**src/hw/rtl/csv_tok_pkg.sv**
```systemverilog
`default_nettype none
package csv_tok_pkg;

    localparam int unsigned KIND_W = 2;
    localparam int unsigned BYTE_W = 8;
    localparam int unsigned DELIM_W = 3;
    localparam int unsigned APB_AW = 3;
    localparam int unsigned APB_DW = 32;

    typedef enum logic [KIND_W-1:0] {
        KIND_DATA      = 2'd0,
        KIND_FIELD_END = 2'd1,
        KIND_ROW_END   = 2'd2
    } t_kind;

    typedef enum logic {
        OP_CHAR    = 1'b0,
        OP_ROW_END = 1'b1
    } t_op;

    localparam logic [BYTE_W-1:0] CH_QUOTE = 8'h22;
    localparam logic [BYTE_W-1:0] CH_SEMI  = 8'h3B;
    localparam logic [BYTE_W-1:0] CH_COMMA = 8'h2C;
    localparam logic [BYTE_W-1:0] CH_TAB   = 8'h09;
    localparam logic [BYTE_W-1:0] CH_LF    = 8'h0A;
    localparam logic [BYTE_W-1:0] CH_CR    = 8'h0D;
    localparam logic [BYTE_W-1:0] CH_SPACE = 8'h20;

    localparam int unsigned DEN_SEMI  = 0;
    localparam int unsigned DEN_COMMA = 1;
    localparam int unsigned DEN_TAB   = 2;

    localparam logic [DELIM_W-1:0] DELIM_RESET = 3'd1;

    localparam logic [APB_AW-1:0] ADDR_DELIM_EN = 3'd0;

    typedef struct packed {
        logic [KIND_W-1:0] kind;
        logic [BYTE_W-1:0] data;
        logic              last;
    } t_result;

    typedef struct packed {
        logic [1:0] cnt;
        t_result    res0;
        t_result    res1;
    } t_push;

endpackage
`default_nettype wire

```
**src/hw/rtl/csv_tok_if.sv**
```systemverilog
`default_nettype none
interface csv_tok_in_if;
    logic                           valid;
    logic                           ready;
    logic                           op;
    logic [csv_tok_pkg::BYTE_W-1:0] char_in;

    modport source (output valid, output op, output char_in, input ready);
    modport sink (input valid, input op, input char_in, output ready);
endinterface

interface csv_tok_out_if;
    logic                           valid;
    logic                           ready;
    logic [csv_tok_pkg::KIND_W-1:0] kind;
    logic [csv_tok_pkg::BYTE_W-1:0] data_out;
    logic                           last;

    modport source (output valid, output kind, output data_out, output last, input ready);
    modport sink (input valid, input kind, input data_out, input last, output ready);
endinterface
`default_nettype wire

```
**src/hw/rtl/csv_tok_apb.sv**
```systemverilog
`default_nettype none
module csv_tok_apb (
    input  wire logic                            i_clk,
    input  wire logic                            i_rst_n,
    input  wire logic                            psel,
    input  wire logic                            penable,
    input  wire logic                            pwrite,
    input  wire logic [csv_tok_pkg::APB_AW-1:0]  paddr,
    input  wire logic [csv_tok_pkg::APB_DW-1:0]  pwdata,
    output logic      [csv_tok_pkg::APB_DW-1:0]  prdata,
    output logic                                 pready,
    output logic      [csv_tok_pkg::DELIM_W-1:0] o_delim_en
);
    import csv_tok_pkg::*;

    logic [DELIM_W-1:0] r_delim_en;
    logic               wr_en;

    assign pready = 1'b1;
    assign wr_en  = psel && penable && pwrite && pready;

    always_ff @(posedge i_clk) begin
        if (!i_rst_n) begin
            r_delim_en <= DELIM_RESET;
        end else if (wr_en && (paddr[APB_AW-1:2] == ADDR_DELIM_EN[APB_AW-1:2])) begin
            r_delim_en <= pwdata[DELIM_W-1:0];
        end
    end

    always_comb begin
        prdata = '0;
        if (paddr[APB_AW-1:2] == ADDR_DELIM_EN[APB_AW-1:2]) begin
            prdata = {{(APB_DW-DELIM_W){1'b0}}, r_delim_en};
        end
    end

    assign o_delim_en = r_delim_en;
endmodule
`default_nettype wire

```
**src/hw/rtl/csv_tok_core.sv**
```systemverilog
`default_nettype none
module csv_tok_core (
    input  wire logic                            i_clk,
    input  wire logic                            i_rst_n,
    input  wire logic                            i_fire,
    input  wire logic                            i_op,
    input  wire logic [csv_tok_pkg::BYTE_W-1:0]  i_char,
    input  wire logic [csv_tok_pkg::DELIM_W-1:0] i_delim_en,
    output csv_tok_pkg::t_push                   o_push
);
    import csv_tok_pkg::*;

    logic r_in_value, n_in_value;
    logic r_after_delim, n_after_delim;
    logic r_quoted, n_quoted;
    logic r_quote_pend, n_quote_pend;
    logic is_delim;
    t_push push;

    assign is_delim = ((i_char == CH_SEMI)  && i_delim_en[DEN_SEMI])  ||
                      ((i_char == CH_COMMA) && i_delim_en[DEN_COMMA]) ||
                      ((i_char == CH_TAB)   && i_delim_en[DEN_TAB]);

    always_comb begin
        n_in_value    = r_in_value;
        n_after_delim = r_after_delim;
        n_quoted      = r_quoted;
        n_quote_pend  = r_quote_pend;
        push          = '0;
        if (i_fire) begin
            if (i_op == OP_ROW_END) begin
                if (r_in_value || r_after_delim) begin
                    push.cnt  = 2'd2;
                    push.res0 = '{kind: KIND_FIELD_END, data: '0, last: 1'b0};
                    push.res1 = '{kind: KIND_ROW_END, data: '0, last: 1'b1};
                end else begin
                    push.cnt  = 2'd1;
                    push.res0 = '{kind: KIND_ROW_END, data: '0, last: 1'b1};
                end
                n_in_value    = 1'b0;
                n_after_delim = 1'b0;
                n_quoted      = 1'b0;
                n_quote_pend  = 1'b0;
            end else if (i_char == CH_QUOTE) begin
                n_after_delim = 1'b0;
                if (r_in_value) begin
                    if (r_quoted) begin
                        n_quote_pend = !r_quote_pend;
                        if (r_quote_pend) begin
                            push.cnt  = 2'd1;
                            push.res0 = '{kind: KIND_DATA, data: CH_QUOTE, last: 1'b1};
                        end
                    end else begin
                        push.cnt  = 2'd1;
                        push.res0 = '{kind: KIND_DATA, data: CH_QUOTE, last: 1'b1};
                    end
                end else begin
                    n_quoted     = 1'b1;
                    n_in_value   = 1'b1;
                    n_quote_pend = 1'b0;
                end
            end else if (!r_quoted) begin
                push.cnt = 2'd1;
                if (is_delim) begin
                    n_in_value    = 1'b0;
                    n_after_delim = 1'b1;
                    push.res0     = '{kind: KIND_FIELD_END, data: '0, last: 1'b1};
                end else if ((i_char == CH_LF) || (i_char == CH_CR)) begin
                    push.res0 = '{kind: KIND_DATA, data: CH_SPACE, last: 1'b1};
                end else begin
                    n_in_value    = 1'b1;
                    n_after_delim = 1'b0;
                    push.res0     = '{kind: KIND_DATA, data: i_char, last: 1'b1};
                end
            end else begin
                n_after_delim = 1'b0;
                push.cnt      = 2'd1;
                if (r_in_value && r_quote_pend) begin
                    n_in_value   = 1'b0;
                    n_quoted     = 1'b0;
                    n_quote_pend = 1'b0;
                    push.res0    = '{kind: KIND_FIELD_END, data: '0, last: 1'b1};
                end else begin
                    n_in_value = 1'b1;
                    push.res0  = '{kind: KIND_DATA, data: i_char, last: 1'b1};
                end
            end
        end
    end

    always_ff @(posedge i_clk) begin
        if (!i_rst_n) begin
            r_in_value    <= 1'b0;
            r_after_delim <= 1'b0;
            r_quoted      <= 1'b0;
            r_quote_pend  <= 1'b0;
        end else begin
            r_in_value    <= n_in_value;
            r_after_delim <= n_after_delim;
            r_quoted      <= n_quoted;
            r_quote_pend  <= n_quote_pend;
        end
    end

    assign o_push = push;
endmodule
`default_nettype wire

```
**src/hw/rtl/csv_tok_fifo.sv**
```systemverilog
`default_nettype none
module csv_tok_fifo #(
    parameter int unsigned DEPTH = 4
) (
    input  wire logic           i_clk,
    input  wire logic           i_rst_n,
    input  csv_tok_pkg::t_push  i_push,
    output logic                o_space,
    output logic                o_valid,
    input  wire logic           i_ready,
    output csv_tok_pkg::t_result o_head
);
    import csv_tok_pkg::*;

    localparam int unsigned PW = (DEPTH > 1) ? $clog2(DEPTH) : 1;
    localparam int unsigned CW = $clog2(DEPTH + 1);
    localparam logic [CW-1:0] SPACE_MAX = CW'(DEPTH - 2);
    localparam logic [PW-1:0] PTR_LAST = PW'(DEPTH - 1);

    t_result         mem [DEPTH];
    logic [PW-1:0]   r_wr, n_wr;
    logic [PW-1:0]   r_rd, n_rd;
    logic [CW-1:0]   r_count, n_count;
    logic [PW-1:0]   wr_next;
    logic            pop;

    function automatic logic [PW-1:0] ptr_inc(input logic [PW-1:0] p);
        logic [PW-1:0] q;
        q = (p == PTR_LAST) ? '0 : p + PW'(1);
        return q;
    endfunction

    assign wr_next = ptr_inc(r_wr);
    assign pop     = o_valid && i_ready;

    always_comb begin
        n_rd    = pop ? ptr_inc(r_rd) : r_rd;
        n_wr    = r_wr;
        n_count = r_count - CW'(pop);
        case (i_push.cnt)
            2'd1: begin
                n_wr    = wr_next;
                n_count = n_count + CW'(1);
            end
            2'd2: begin
                n_wr    = ptr_inc(wr_next);
                n_count = n_count + CW'(2);
            end
            default: begin
            end
        endcase
    end

    always_ff @(posedge i_clk) begin
        if (i_push.cnt != 2'd0) begin
            mem[r_wr] <= i_push.res0;
        end
        if (i_push.cnt == 2'd2) begin
            mem[wr_next] <= i_push.res1;
        end
    end

    always_ff @(posedge i_clk) begin
        if (!i_rst_n) begin
            r_wr    <= '0;
            r_rd    <= '0;
            r_count <= '0;
        end else begin
            r_wr    <= n_wr;
            r_rd    <= n_rd;
            r_count <= n_count;
        end
    end

    assign o_space = (r_count <= SPACE_MAX);
    assign o_valid = (r_count != '0);
    assign o_head  = mem[r_rd];
endmodule
`default_nettype wire

```
**src/hw/rtl/csv_row_tokenizer_unit.sv**
```systemverilog
`default_nettype none
// A word accepted at the input goes via the input register to the result queue.
// Throughput: one input word per cycle while the result queue has room for two
// words; an end-of-row word that closes a field yields two output words,
// drained one per cycle from the FIFO_DEPTH result queue while ready is high.
// Reset: synchronous, active low; clears all flags and the queue, and sets the
// delimiter enables to semicolon only.
module csv_row_tokenizer_unit #(
    parameter int unsigned FIFO_DEPTH = 4
) (
    input  wire logic                            i_clk,
    input  wire logic                            i_rst_n,
    csv_tok_in_if.sink                           i_in,
    csv_tok_out_if.source                        o_out,
    input  wire logic                            psel,
    input  wire logic                            penable,
    input  wire logic                            pwrite,
    input  wire logic [csv_tok_pkg::APB_AW-1:0]  paddr,
    input  wire logic [csv_tok_pkg::APB_DW-1:0]  pwdata,
    output logic      [csv_tok_pkg::APB_DW-1:0]  prdata,
    output logic                                 pready
);
    import csv_tok_pkg::*;

    logic               r_in_valid;
    logic               r_in_op;
    logic [BYTE_W-1:0]  r_in_char;
    logic               fire;
    logic               space;
    logic [DELIM_W-1:0] delim_en;
    t_push              push;
    t_result            head;

    assign fire       = r_in_valid && space;
    assign i_in.ready = !r_in_valid || fire;

    always_ff @(posedge i_clk) begin
        if (!i_rst_n) begin
            r_in_valid <= 1'b0;
        end else if (i_in.ready) begin
            r_in_valid <= i_in.valid;
        end
    end

    always_ff @(posedge i_clk) begin
        if (i_in.ready && i_in.valid) begin
            r_in_op   <= i_in.op;
            r_in_char <= i_in.char_in;
        end
    end

    csv_tok_apb u_apb (
        .i_clk      (i_clk),
        .i_rst_n    (i_rst_n),
        .psel       (psel),
        .penable    (penable),
        .pwrite     (pwrite),
        .paddr      (paddr),
        .pwdata     (pwdata),
        .prdata     (prdata),
        .pready     (pready),
        .o_delim_en (delim_en)
    );

    csv_tok_core u_core (
        .i_clk      (i_clk),
        .i_rst_n    (i_rst_n),
        .i_fire     (fire),
        .i_op       (r_in_op),
        .i_char     (r_in_char),
        .i_delim_en (delim_en),
        .o_push     (push)
    );

    csv_tok_fifo #(
        .DEPTH (FIFO_DEPTH)
    ) u_fifo (
        .i_clk   (i_clk),
        .i_rst_n (i_rst_n),
        .i_push  (push),
        .o_space (space),
        .o_valid (o_out.valid),
        .i_ready (o_out.ready),
        .o_head  (head)
    );

    assign o_out.kind     = head.kind;
    assign o_out.data_out = head.data;
    assign o_out.last     = head.last;
endmodule
`default_nettype wire

```
**src/flat_wrapper.sv**
```systemverilog
// flat-port wrapper written by rule: the top's interface ports become plain ports
module csv_row_tokenizer_unit_flat import csv_tok_pkg::*;
#(
    parameter int unsigned FIFO_DEPTH = 4
)
  (i_clk, i_rst_n, psel, penable, pwrite, paddr, pwdata, prdata, pready, i_in_valid, i_in_op, i_in_char_in, i_in_ready, o_out_valid, o_out_kind, o_out_data_out, o_out_last, o_out_ready);
  csv_tok_in_if i_in_i ();
  csv_tok_out_if o_out_i ();
  input  wire logic i_clk;
  input  wire logic i_rst_n;
  input  wire logic psel;
  input  wire logic penable;
  input  wire logic pwrite;
  input  wire logic [csv_tok_pkg::APB_AW-1:0] paddr;
  input  wire logic [csv_tok_pkg::APB_DW-1:0] pwdata;
  output logic      [csv_tok_pkg::APB_DW-1:0] prdata;
  output logic pready;
  input wire logic [$bits(i_in_i.valid)-1:0] i_in_valid;
  input wire logic [$bits(i_in_i.op)-1:0] i_in_op;
  input wire logic [$bits(i_in_i.char_in)-1:0] i_in_char_in;
  output wire logic [$bits(i_in_i.ready)-1:0] i_in_ready;
  output wire logic [$bits(o_out_i.valid)-1:0] o_out_valid;
  output wire logic [$bits(o_out_i.kind)-1:0] o_out_kind;
  output wire logic [$bits(o_out_i.data_out)-1:0] o_out_data_out;
  output wire logic [$bits(o_out_i.last)-1:0] o_out_last;
  input wire logic [$bits(o_out_i.ready)-1:0] o_out_ready;
  assign i_in_i.valid = i_in_valid;
  assign i_in_i.op = i_in_op;
  assign i_in_i.char_in = i_in_char_in;
  assign i_in_ready = i_in_i.ready;
  assign o_out_valid = o_out_i.valid;
  assign o_out_kind = o_out_i.kind;
  assign o_out_data_out = o_out_i.data_out;
  assign o_out_last = o_out_i.last;
  assign o_out_i.ready = o_out_ready;
  csv_row_tokenizer_unit #(.FIFO_DEPTH(FIFO_DEPTH)) u_core (.i_clk(i_clk), .i_rst_n(i_rst_n), .i_in(i_in_i), .o_out(o_out_i), .psel(psel), .penable(penable), .pwrite(pwrite), .paddr(paddr), .pwdata(pwdata), .prdata(prdata), .pready(pready));
endmodule
```
**config.mk**
```make
export PLATFORM = sky130hd
export DESIGN_NAME = csv_row_tokenizer_unit_flat
export DESIGN_NICKNAME = d
export VERILOG_FILES = /design/src/hw/rtl/csv_tok_pkg.sv /design/src/hw/rtl/csv_tok_if.sv /design/src/hw/rtl/csv_tok_apb.sv /design/src/hw/rtl/csv_tok_core.sv /design/src/hw/rtl/csv_tok_fifo.sv /design/src/hw/rtl/csv_row_tokenizer_unit.sv /design/src/flat_wrapper.sv
export SDC_FILE = /design/constraint.sdc
export NUM_CORES = 1
export LEC_CHECK = 0
export ABC_AREA = 0
export BUFFER_PORTS_ARGS = -buffer_cell sky130_fd_sc_hd__buf_4
export CELL_PAD_IN_SITES_DETAIL_PLACEMENT = 0
export CELL_PAD_IN_SITES_GLOBAL_PLACEMENT = 1
export CORE_ASPECT_RATIO = 1.75
export CORE_MARGIN = 3
export CORE_UTILIZATION = 36
export DETAILED_ROUTE_END_ITERATION = 12
export HOLD_SLACK_MARGIN = 0.02
export PLACE_DENSITY = 0.86
export SYNTH_ARGS = -nofsm -noshare
export SYNTH_HDL_FRONTEND = slang
export SYNTH_SLANG_ARGS = --single-unit
export TNS_END_PERCENT = 5
```
**constraint.sdc**
```tcl
create_clock -name i_clk -period 2.7 [get_ports i_clk]
set_clock_uncertainty 0.15 [all_clocks]
set_input_delay 0.54 -clock i_clk [delete_from_list [all_inputs] [get_ports i_clk]]
set_output_delay 0.54 -clock i_clk [all_outputs]
set_load 0.01 [all_outputs]
```
==> impl_metrics.tcl, run 1 <==
set metrics [dict create \
    status "finished clean" \
    synth_cells 359 \
    start_kind "register" \
    hold_viol_final 0 \
    cts_buffers 9 \
    io_buffers 35 \
    synthArstFlopShare_pct 0 \
    overflow 0 \
    power_switching_share_pct 31.4 \
    gp_congestion 0.904 \
    drc 0 \
    slew_headroom_pct 52.2 \
    die_y_um 139 \
    synthTopCellsByArea "dfxtp_1 29%, edfxtp_1 14%, mux4_2 6.8%" \
    synth_seq_area_share_pct 43.4 \
    multi_input_area_um2 1840 \
    dp_hpwl_um 6400 \
    synth_cell_type_count 61 \
    via_count 2848 \
    htreeDepth 3 \
    antenna_found_initial 0 \
    yosysWarnings 0 \
    fmax_ghz 0.400 \
    slew_viol_final 0 \
    dieArea_um2 11300 \
    setup_viol 0 \
    place_inst 537 \
    syn_avg_cell_area_um2 10.1 \
    drtAntennaViolNets 0 \
    crit_arrival_ns 2.62 \
    yosysMostFrequentCell "dfxtp_1" \
    utilization_pct 46.1 \
    clockBufferDepth 2 \
    min_path_type "in2reg" \
    drv_cap 0 \
    cts_tree "yes" \
    clk_pin_slew_ns 0.06 \
    synth_edf_count 17 \
    p_int_uw 2570 \
    power_frac_seq_pct 37.0 \
    ir_drop_uv 384 \
    fill_cells 933 \
    drive_above_1_share_pct 26.2 \
    synthFlopType "dfxtp_1" \
    yosysTopAreaCellShare_pct 29.3 \
    grt_max_degree 17 \
    tightest_slew_ns 0.715 \
    routedWlPerCell_um 14.8 \
    worst-setup-path-type "reg2reg" \
    die_w_um 81.8 \
    grt_pass1_wl_um 13800 \
    period_share_pct 92.6 \
    path_max_fanout 4 \
    cp-end-kind "register" \
    cts_sinks 70 \
    postCtsResizedCells 0 \
    rsz0062_at_grt "true" \
    io_pins 97 \
    drt_first_iter_violations 131 \
    area_growth_pct 23.0 \
    core_area_um2 9640 \
    via_per_inst 5.15 \
    initial_core_util_pct 37.5 \
    switching_power_uw 1170 \
    antenna-diode-count 0 \
    crit_required_ns 2.82 \
    wl_um 8190 \
    firstDrtPassIters 4 \
    p_clk_share_pct 32.6 \
    leakagePower_uw 0.00185 \
    clkLatencyLatePin_ns 0.33 \
    ctsHoldBuffers 0 \
    grt_use_total_pct 15.6 \
    synthTopCellsByCount "53 x dfxtp_1, 45 x nand2_1, 30 x buf_4" \
    place_area_um2 4120 \
    fin_nets 491 \
    period_needed_ns 2.50 \
    seq_area_um2 1570 \
    post-place-ws_ns 0.186 \
    cts_setup_buffers 0 \
    worst_slack_ns 0.201 \
    rows 47 \
    p_comb_share_pct 30.3 \
    finalNonFillerCells 553 \
    syn_area_um2 3620 \
    hold_slack_ns 0.231 \
    powerDensity_nw_per_um2 841 \
    fin_area_um2 4450 \
    cts_root_buffer "clkbuf_16" \
    ys_ff_latch 70 \
    first_global_vias 2930 \
    yosys.area.top_type "dfxtp_1" \
]
[worst paths after layout]
kind	endpoint	startpoint	slack [ns]	cells past startpoint
max	u_core.u_fifo.r_count[2]	u_core.u_fifo.r_count[0]	0.20	11
min	u_core.r_in_char[3]	i_in_char_in[3]	0.23	1
max reg2reg	u_core.u_fifo.r_count[2]	u_core.u_fifo.r_count[0]	0.20	11
min reg2reg	u_core.u_fifo.mem[2][4]	u_core.u_fifo.mem[2][4]	0.30	2
[layer usage]
| layer | track usage (%) | share of wire (%) | wire length (um) |
|---|---|---|---|
| met1 | 16.2 | 35 | 2890 |
| met2 | 28.0 | 56 | 4560 |
| met3 | 2.73 | 4.8 | 390 |
| met4 | 8.93 | 4.4 | 357 |
| met5 | 0 | 0 | 0 |
[critical path, cell delays in order (launching register included)]
cell,delay [ns]
dfxtp_1,0.34
or3_1,0.42
nand2_1,0.14
inv_1,0.08
ha_1,0.20
ha_1,0.31
inv_1,0.07
ha_1,0.21
nand2b_1,0.14
a31oi_1,0.17
a31oi_1,0.07
nor2b_1,0.13
[stage by stage]
| step | setup TNS (ns) | total power (uW) |
|---|---|---|
| global placement | 0 | 2490 |
| detailed placement | 0 | 2540 |
| CTS | 0 | 3770 |
| floorplan | 0 | 2150 |
| global route | -0.00211 | 3980 |
| finish | 0 | 3740 |
[cell usage in the layout (no fill, tap or decap), drive strengths merged, types with 14 or more instances in the layout]
master	netlist	final
ha	14	14
dfxtp	53	53
inv	16	18
buf	32	67
nor2b	14	14
edfxtp	17	17
a22o	16	16
conb	2	30
a21oi	14	14
nand2	45	45
o21ai	25	25
[layout make-up]
type                       instances  share of cell area [%]
clock buffer                      12                    6.50
inverter                          16                    1.35
clock inverter                     4                   0.731
sequential                        70                    35.3
multi-input combinational        262                    41.4
timing repair buffer              67                    11.3
tap                              122                    3.43
[sequential cells by signal, summed over array words and instances, names as in the netlist, named ones only]
name	cells
u_core.r_in_char	8
u_core.r_in_op	1
u_core.r_in_valid	1
u_core.u_apb.o_delim_en	3
u_core.u_core.r_after_delim	1
u_core.u_core.r_in_value	1
u_core.u_core.r_quote_pend	1
u_core.u_core.r_quoted	1
u_core.u_fifo.mem	44
u_core.u_fifo.r_count	3
u_core.u_fifo.r_rd	2
u_core.u_fifo.r_wr	2
[power groups by stage]
stage / sequential (uW) / clock, uW / combinational [uW]
final: 1390 / 1220 / 1140
after detailed placement: 1410 / 0 / 1130
after floorplan: 1370 / 0 / 781
after CTS: 1380 / 1240 / 1150
after global placement: 1390 / 0 / 1100
after global routing: 1410 / 1280 / 1280
[kinds of logic (layout without fill, tap and decap cells)]
kind of cell    after synthesis  count (layout)  synth area share, %
xor+xnor                      2               2                0.484
simple gates                113             113                 16.6
fa+ha+maj                    14              14                 4.84
other cells                   2              30                0.208
flops                        70              70                 43.4
mux                          14              14                 7.68
buf+inv                      55              99                 8.89
compound gates               89              89                 17.9
(Power assumes the default switching activity.)
==> inputs of run 2 (changes only) <==
--- a/config.mk
+++ b/config.mk
@@ -15,6 +15,7 @@
 export DETAILED_ROUTE_END_ITERATION = 12
 export HOLD_SLACK_MARGIN = 0.02
 export PLACE_DENSITY = 0.86
+export RECOVER_POWER = 50
 export SYNTH_ARGS = -nofsm -noshare
 export SYNTH_HDL_FRONTEND = slang
 export SYNTH_SLANG_ARGS = --single-unit
==> impl_metrics.tcl, run 2 (same netlist as run 1, synthesis figures left out) <==
set metrics [dict create \
    drv_cap 0 \
    die_w_um 81.8 \
    via_per_inst 5.16 \
    initial_core_util_pct 37.5 \
    clockBufferDepth 2 \
    firstDrtPassIters 4 \
    grt_max_degree 17 \
    cts_buffers 9 \
    cts_setup_buffers 0 \
    cp_cell_sequence "or3_1, nand2_1, inv_1, ha_1, ha_1, inv_1, ha_1, nand2b_1, a31oi_1, a31oi_1, nor2b_1" \
    crit_arrival_ns 2.62 \
    ctsHoldBuffers 0 \
    p_int_uw 2520 \
    area_growth_pct 21.1 \
    mostFrequentLayoutCell "dfxtp_1" \
    drtAntennaViolNets 0 \
    dieArea_um2 11300 \
    switching_power_uw 1170 \
    antenna-diode-count 0 \
    clk_pin_slew_ns 0.06 \
    grt_use_total_pct 15.6 \
    path_buf_inv 2 \
    path_max_fanout 4 \
    leakagePower_uw 0.00178 \
    rsz0062_at_grt "true" \
    wl_um 8210 \
    finalNonFillerCells 553 \
    period_needed_ns 2.50 \
    hold_slack_ns 0.253 \
    rows 47 \
    p_clk_share_pct 33.1 \
    utilization_pct 45.4 \
    grt_pass1_wl_um 13800 \
    powerDensity_nw_per_um2 844 \
    crit_required_ns 2.82 \
    tightest_slew_ns 1.12 \
    io_buffers 35 \
    p_comb_share_pct 29.4 \
    slew_viol_final 0 \
    core_area_um2 9640 \
    postCtsResizedCells 0 \
    hold_viol_final 0 \
    clkLatencyLatePin_ns 0.33 \
    via_count 2851 \
    min_path_type "in2reg" \
    regMostFlops "u_core.u_fifo.mem" \
    final_cell_mix "53 x dfxtp_1, 45 x nand2_1, 41 x buf_4" \
    largestRegisters "u_core.u_fifo.mem (44), u_core.r_in_char (8)" \
    antenna_found_initial 0 \
    routedWlPerCell_um 14.8 \
    worst-setup-path-type "reg2reg" \
    fmax_ghz 0.399 \
    drt_first_iter_violations 164 \
    drc 0 \
    fill_cells 950 \
    drive_above_1_share_pct 22.0 \
    slew_headroom_pct 24.5 \
    worst_path_most_repeated_cell "ha_1" \
    power_frac_seq_pct 37.5 \
    dp_hpwl_um 6400 \
    first_global_vias 2930 \
    cp_slowest_cell "or3_1" \
    power_switching_share_pct 31.7 \
    die_y_um 139 \
    cts_sinks 70 \
    setup_viol 0 \
    cp-end-kind "register" \
    finalPower_uw 3700 \
    io_pins 97 \
    htreeDepth 3 \
    fin_nets 491 \
    largest_register_ff_count 44 \
    start_kind "register" \
    finalSetupTns_ns 0 \
    ir_drop_uv 383 \
    cts_tree "yes" \
    place_inst 537 \
    status "finished clean" \
    overflow 0 \
    gp_congestion 0.904 \
    critical-path-max-stage-delay_ns 0.42 \
    period_share_pct 92.7 \
    critPathTopFamily "simple AND/OR/NAND/NOR gates" \
    cts_root_buffer "clkbuf_16" \
]
## run 2: cell types whose count changed in the layout (fill, tap and decap cells not counted)
cell / before / now
a21boi_0: 3 / 4
clkbuf_4: 0 / 9
and2_1: 5 / 4
buf_4: 67 / 41
nor3_1: 6 / 7
a21boi_1: 1 / 0
clkbuf_1: 0 / 17
nor3_2: 1 / 0
and2_0: 0 / 1
## run 2: layout make-up
cell class	count	area, um2	share of cell area (%)
Clock buffer	12	289	6.60
Clock inverter	4	32.5	0.743
Inverter	16	60.1	1.37
Multi-Input combinational cell	262	1840	41.9
Sequential cell	70	1570	35.9
Tap cell	122	153	3.48
Timing Repair Buffer	67	439	10.0
## run 2: final timing paths
check	startpoint	to	slack, ns	cells after the start
setup / recovery	u_core.u_fifo.r_count[0]	u_core.u_fifo.r_count[2]	0.20	11
hold / removal	i_in_op	u_core.r_in_op	0.25	1
setup reg to reg	u_core.u_fifo.r_count[0]	u_core.u_fifo.r_count[2]	0.20	11
hold reg to reg	u_core.u_fifo.mem[2][4]	u_core.u_fifo.mem[2][4]	0.30	2
## run 2: worst reg2reg max path, cell delays in order (launching register included)
cell and delay, ns:
dfxtp_1 0.34, or3_1 0.42, nand2_1 0.14, inv_1 0.08, ha_1 0.20, ha_1 0.31
inv_1 0.07, ha_1 0.21, nand2b_1 0.14, a31oi_1 0.17, a31oi_1 0.07, nor2b_1 0.13
## run 2: power by group through the flow
stage	Clock, uW	Combinational (uW)	Sequential, uW
finish	1220	1090	1390
global route	1280	1230	1410
CTS	1240	1150	1380
detailed placement	0	1130	1410
global placement	0	1100	1390
floorplan	0	781	1370
## run 2: per-stage QoR
step / instance area (um2) / worst slack (ns)
after global placement: 4120 / 0.195
after global routing: 4380 / -0.00211
final: 4380 / 0.197
after detailed placement: 4120 / 0.186
after CTS: 4440 / 0.148
after floorplan: 3720 / 0.0643
## run 2: routing by layer
layer | up-vias | global-route usage [%] | share of wire (%) | wire [um]
li1 | 1376 | - | - | -
met1 | 1353 | 16.2 | 35 | 2880
met2 | 94 | 28.0 | 56 | 4560
met3 | 28 | 2.73 | 5.0 | 409
met4 | 0 | 8.93 | 4.3 | 356
met5 | - | 0 | 0 | 0
==> inputs of run 3 (changes only) <==
--- a/config.mk
+++ b/config.mk
@@ -11,12 +11,13 @@
 export CELL_PAD_IN_SITES_GLOBAL_PLACEMENT = 1
 export CORE_ASPECT_RATIO = 1.75
 export CORE_MARGIN = 3
-export CORE_UTILIZATION = 36
+export CORE_UTILIZATION = 39
 export DETAILED_ROUTE_END_ITERATION = 12
 export HOLD_SLACK_MARGIN = 0.02
-export PLACE_DENSITY = 0.86
+export PLACE_DENSITY = 0.87
 export RECOVER_POWER = 50
 export SYNTH_ARGS = -nofsm -noshare
 export SYNTH_HDL_FRONTEND = slang
+export SYNTH_HIERARCHICAL = 1
 export SYNTH_SLANG_ARGS = --single-unit
 export TNS_END_PERCENT = 5
==> impl_metrics.tcl, run 3 <==
set metrics [dict create \
    rows 49 \
    cp-startpoint "u_core/r_in_char[6]" \
    timing.rr.start "u_core/r_in_char[6]" \
    io_pins 97 \
    utilization_pct 46.1 \
    syn_area_um2 4160 \
    hold_viol_final 0 \
    ctsHoldBuffers 0 \
    power_frac_seq_pct 40.4 \
    mostFrequentLayoutCell "edfxtp_1" \
    die_y_um 143 \
    synthFlopType "edfxtp_1" \
    hold_path_startpoint "i_in_char_in[7]" \
    grt_max_degree 20 \
    p_int_uw 2360 \
    synth_seq_area_share_pct 46.5 \
    io_buffers 35 \
    rsz0062_at_grt "false" \
    clockBufferDepth 2 \
    drt_first_iter_violations 96 \
    via_count 2561 \
    drtAntennaViolNets 0 \
    synthTopCellsByCount "53 x edfxtp_1, 44 x mux2_2, 43 x buf_4" \
    final_cell_mix "53 x edfxtp_1, 44 x mux2_2, 39 x conb_1" \
    fmax_ghz 0.389 \
    syn_avg_cell_area_um2 12.7 \
    p_clk_share_pct 32.8 \
    switching_power_uw 957 \
    drive_above_1_share_pct 34.8 \
    setup_viol 0 \
    clkLatencyLatePin_ns 0.33 \
    status "finished clean" \
    finalSetupTns_ns 0 \
    cts_tree "yes" \
    regMostFlops "u_core/u_fifo/mem" \
    antenna_found_initial 0 \
    start_kind "register" \
    worst-setup-path-type "reg2reg" \
    synth_edf_count 53 \
    cp-end-kind "register" \
    dieArea_um2 12000 \
    cts_root_buffer "clkbuf_16" \
    wl_um 7790 \
    synth_cells 327 \
    firstDrtPassIters 4 \
    via_per_inst 5.06 \
    ir_drop_uv 326 \
    slew_viol_final 0 \
    tightest_slew_ns 0.671 \
    yosys.area.top_type "edfxtp_1" \
    yosysTopAreaCellShare_pct 38.3 \
    min_path_type "in2reg" \
    routedWlPerCell_um 15.4 \
    synthTopCellsByArea "edfxtp_1 38%, mux2_2 12%, dfxtp_1 8.2%" \
    die_w_um 84.0 \
    clk_pin_slew_ns 0.06 \
    first_global_vias 2608 \
    drv_cap 0 \
    ys_ff_latch 70 \
    largest_register_ff_count 44 \
    power_switching_share_pct 28.8 \
    powerDensity_nw_per_um2 695 \
    largestRegisters "u_core/u_fifo/mem (44), u_core/r_in_char (8)" \
    yosysMostFrequentCell "edfxtp_1" \
    hold_slack_ns 0.250 \
    synthArstFlopShare_pct 0 \
    yosysWarnings 6 \
    core_area_um2 10400 \
    cts_buffers 9 \
    drc 0 \
    p_comb_share_pct 26.8 \
    period_share_pct 95.1 \
    slew_headroom_pct 55.2 \
    antenna-diode-count 0 \
    htreeDepth 3 \
    overflow 0 \
    cts_sinks 70 \
    path_max_fanout 12 \
    initial_core_util_pct 40.1 \
    gp_congestion 0.792 \
    fin_nets 438 \
    grt_pass1_wl_um 12700 \
    dp_hpwl_um 5730 \
    synth_cell_type_count 62 \
    period_needed_ns 2.57 \
    leakagePower_uw 0.00191 \
    crit_arrival_ns 2.50 \
    crit_required_ns 2.64 \
    grt_use_total_pct 13.8 \
    area_growth_pct 14.9 \
]
run 3: cell types whose count changed after synthesis, sizes merged, moves of 15 or more:
cell,before,now
nand2,45,20
dfxtp,53,17
o21ai,25,10
a22o,16,0
buf,32,50
mux2,0,44
edfxtp,17,53
run 3: path summary, 6_finish.rpt:
path	to	slack, ns	cells past startpoint
setup reg to reg	u_core/u_fifo/mem[0][3]	0.13	8
hold reg to reg	u_core/u_apb/o_delim_en[1]	0.34	2
hold / removal	u_core/r_in_char[7]	0.25	1
setup / recovery	u_core/u_fifo/mem[0][3]	0.13	8
run 3: power by group through the flow:
stage	Combinational, uW	Clock, uW	Sequential, uW
after floorplan	705	0	1340
after global placement	929	0	1350
after detailed placement	945	0	1360
after CTS	948	1120	1340
after global routing	974	1160	1360
final	888	1090	1340
run 3: kinds of logic (layout without fill, tap and decap cells):
family | after synthesis | in the layout | synth area share (%)
flops | 70 | 70 | 46.5
buf+inv | 65 | 81 | 11.4
other cells | 3 | 39 | 0.271
xor+xnor | 2 | 2 | 0.422
simple gates | 74 | 74 | 11.5
compound gates | 42 | 42 | 6.86
mux | 58 | 58 | 19.1
fa+ha+maj | 13 | 13 | 3.91
run 3: final cells by class:
| class | count | area, um2 |
|---|---|---|
| multi-input cells | 228 | 1950 |
| clock buffers | 11 | 243 |
| fillers | 957 | 5590 |
| repair buffers | 51 | 403 |
| well taps | 127 | 159 |
| clock inverters | 5 | 33.8 |
| flip-flops and latches | 70 | 1930 |
| inverters | 14 | 52.6 |
run 3: timing repair:
item	4_1_cts	5_1_grt
buffers inserted	0	0
setup endpoints to repair	0	9
hold endpoints to repair	0	0
resized for setup	0	2
run 3: metrics by stage:
step,instances,instance area [um2],setup WS (ns),total power (uW)
after floorplan,363,4380,0.00501,2040
after global placement,490,4540,0.146,2280
after detailed placement,490,4540,0.141,2310
after CTS,506,4820,0.124,3400
after global routing,506,4770,0.0129,3480
final,506,4770,0.132,3320
run 3: routing by layer:
metal  vias up  wire [um]  track usage, %
li1       1220          -               -
met1      1257       2800            13.2
met2        73       4500            27.2
met3        11        341            3.36
met4         0        152            6.36
met5         -          0               0
run 3: critical path, stage by stage, from the launching register on:
cell and delay [ns]:
edfxtp_1 0.42, or3b_4 0.45, nor4_4 0.19, a21o_2 0.19
nand2b_1 0.08, inv_2 0.08, ha_4 0.24, nand2_4 0.18
mux2_2 0.32
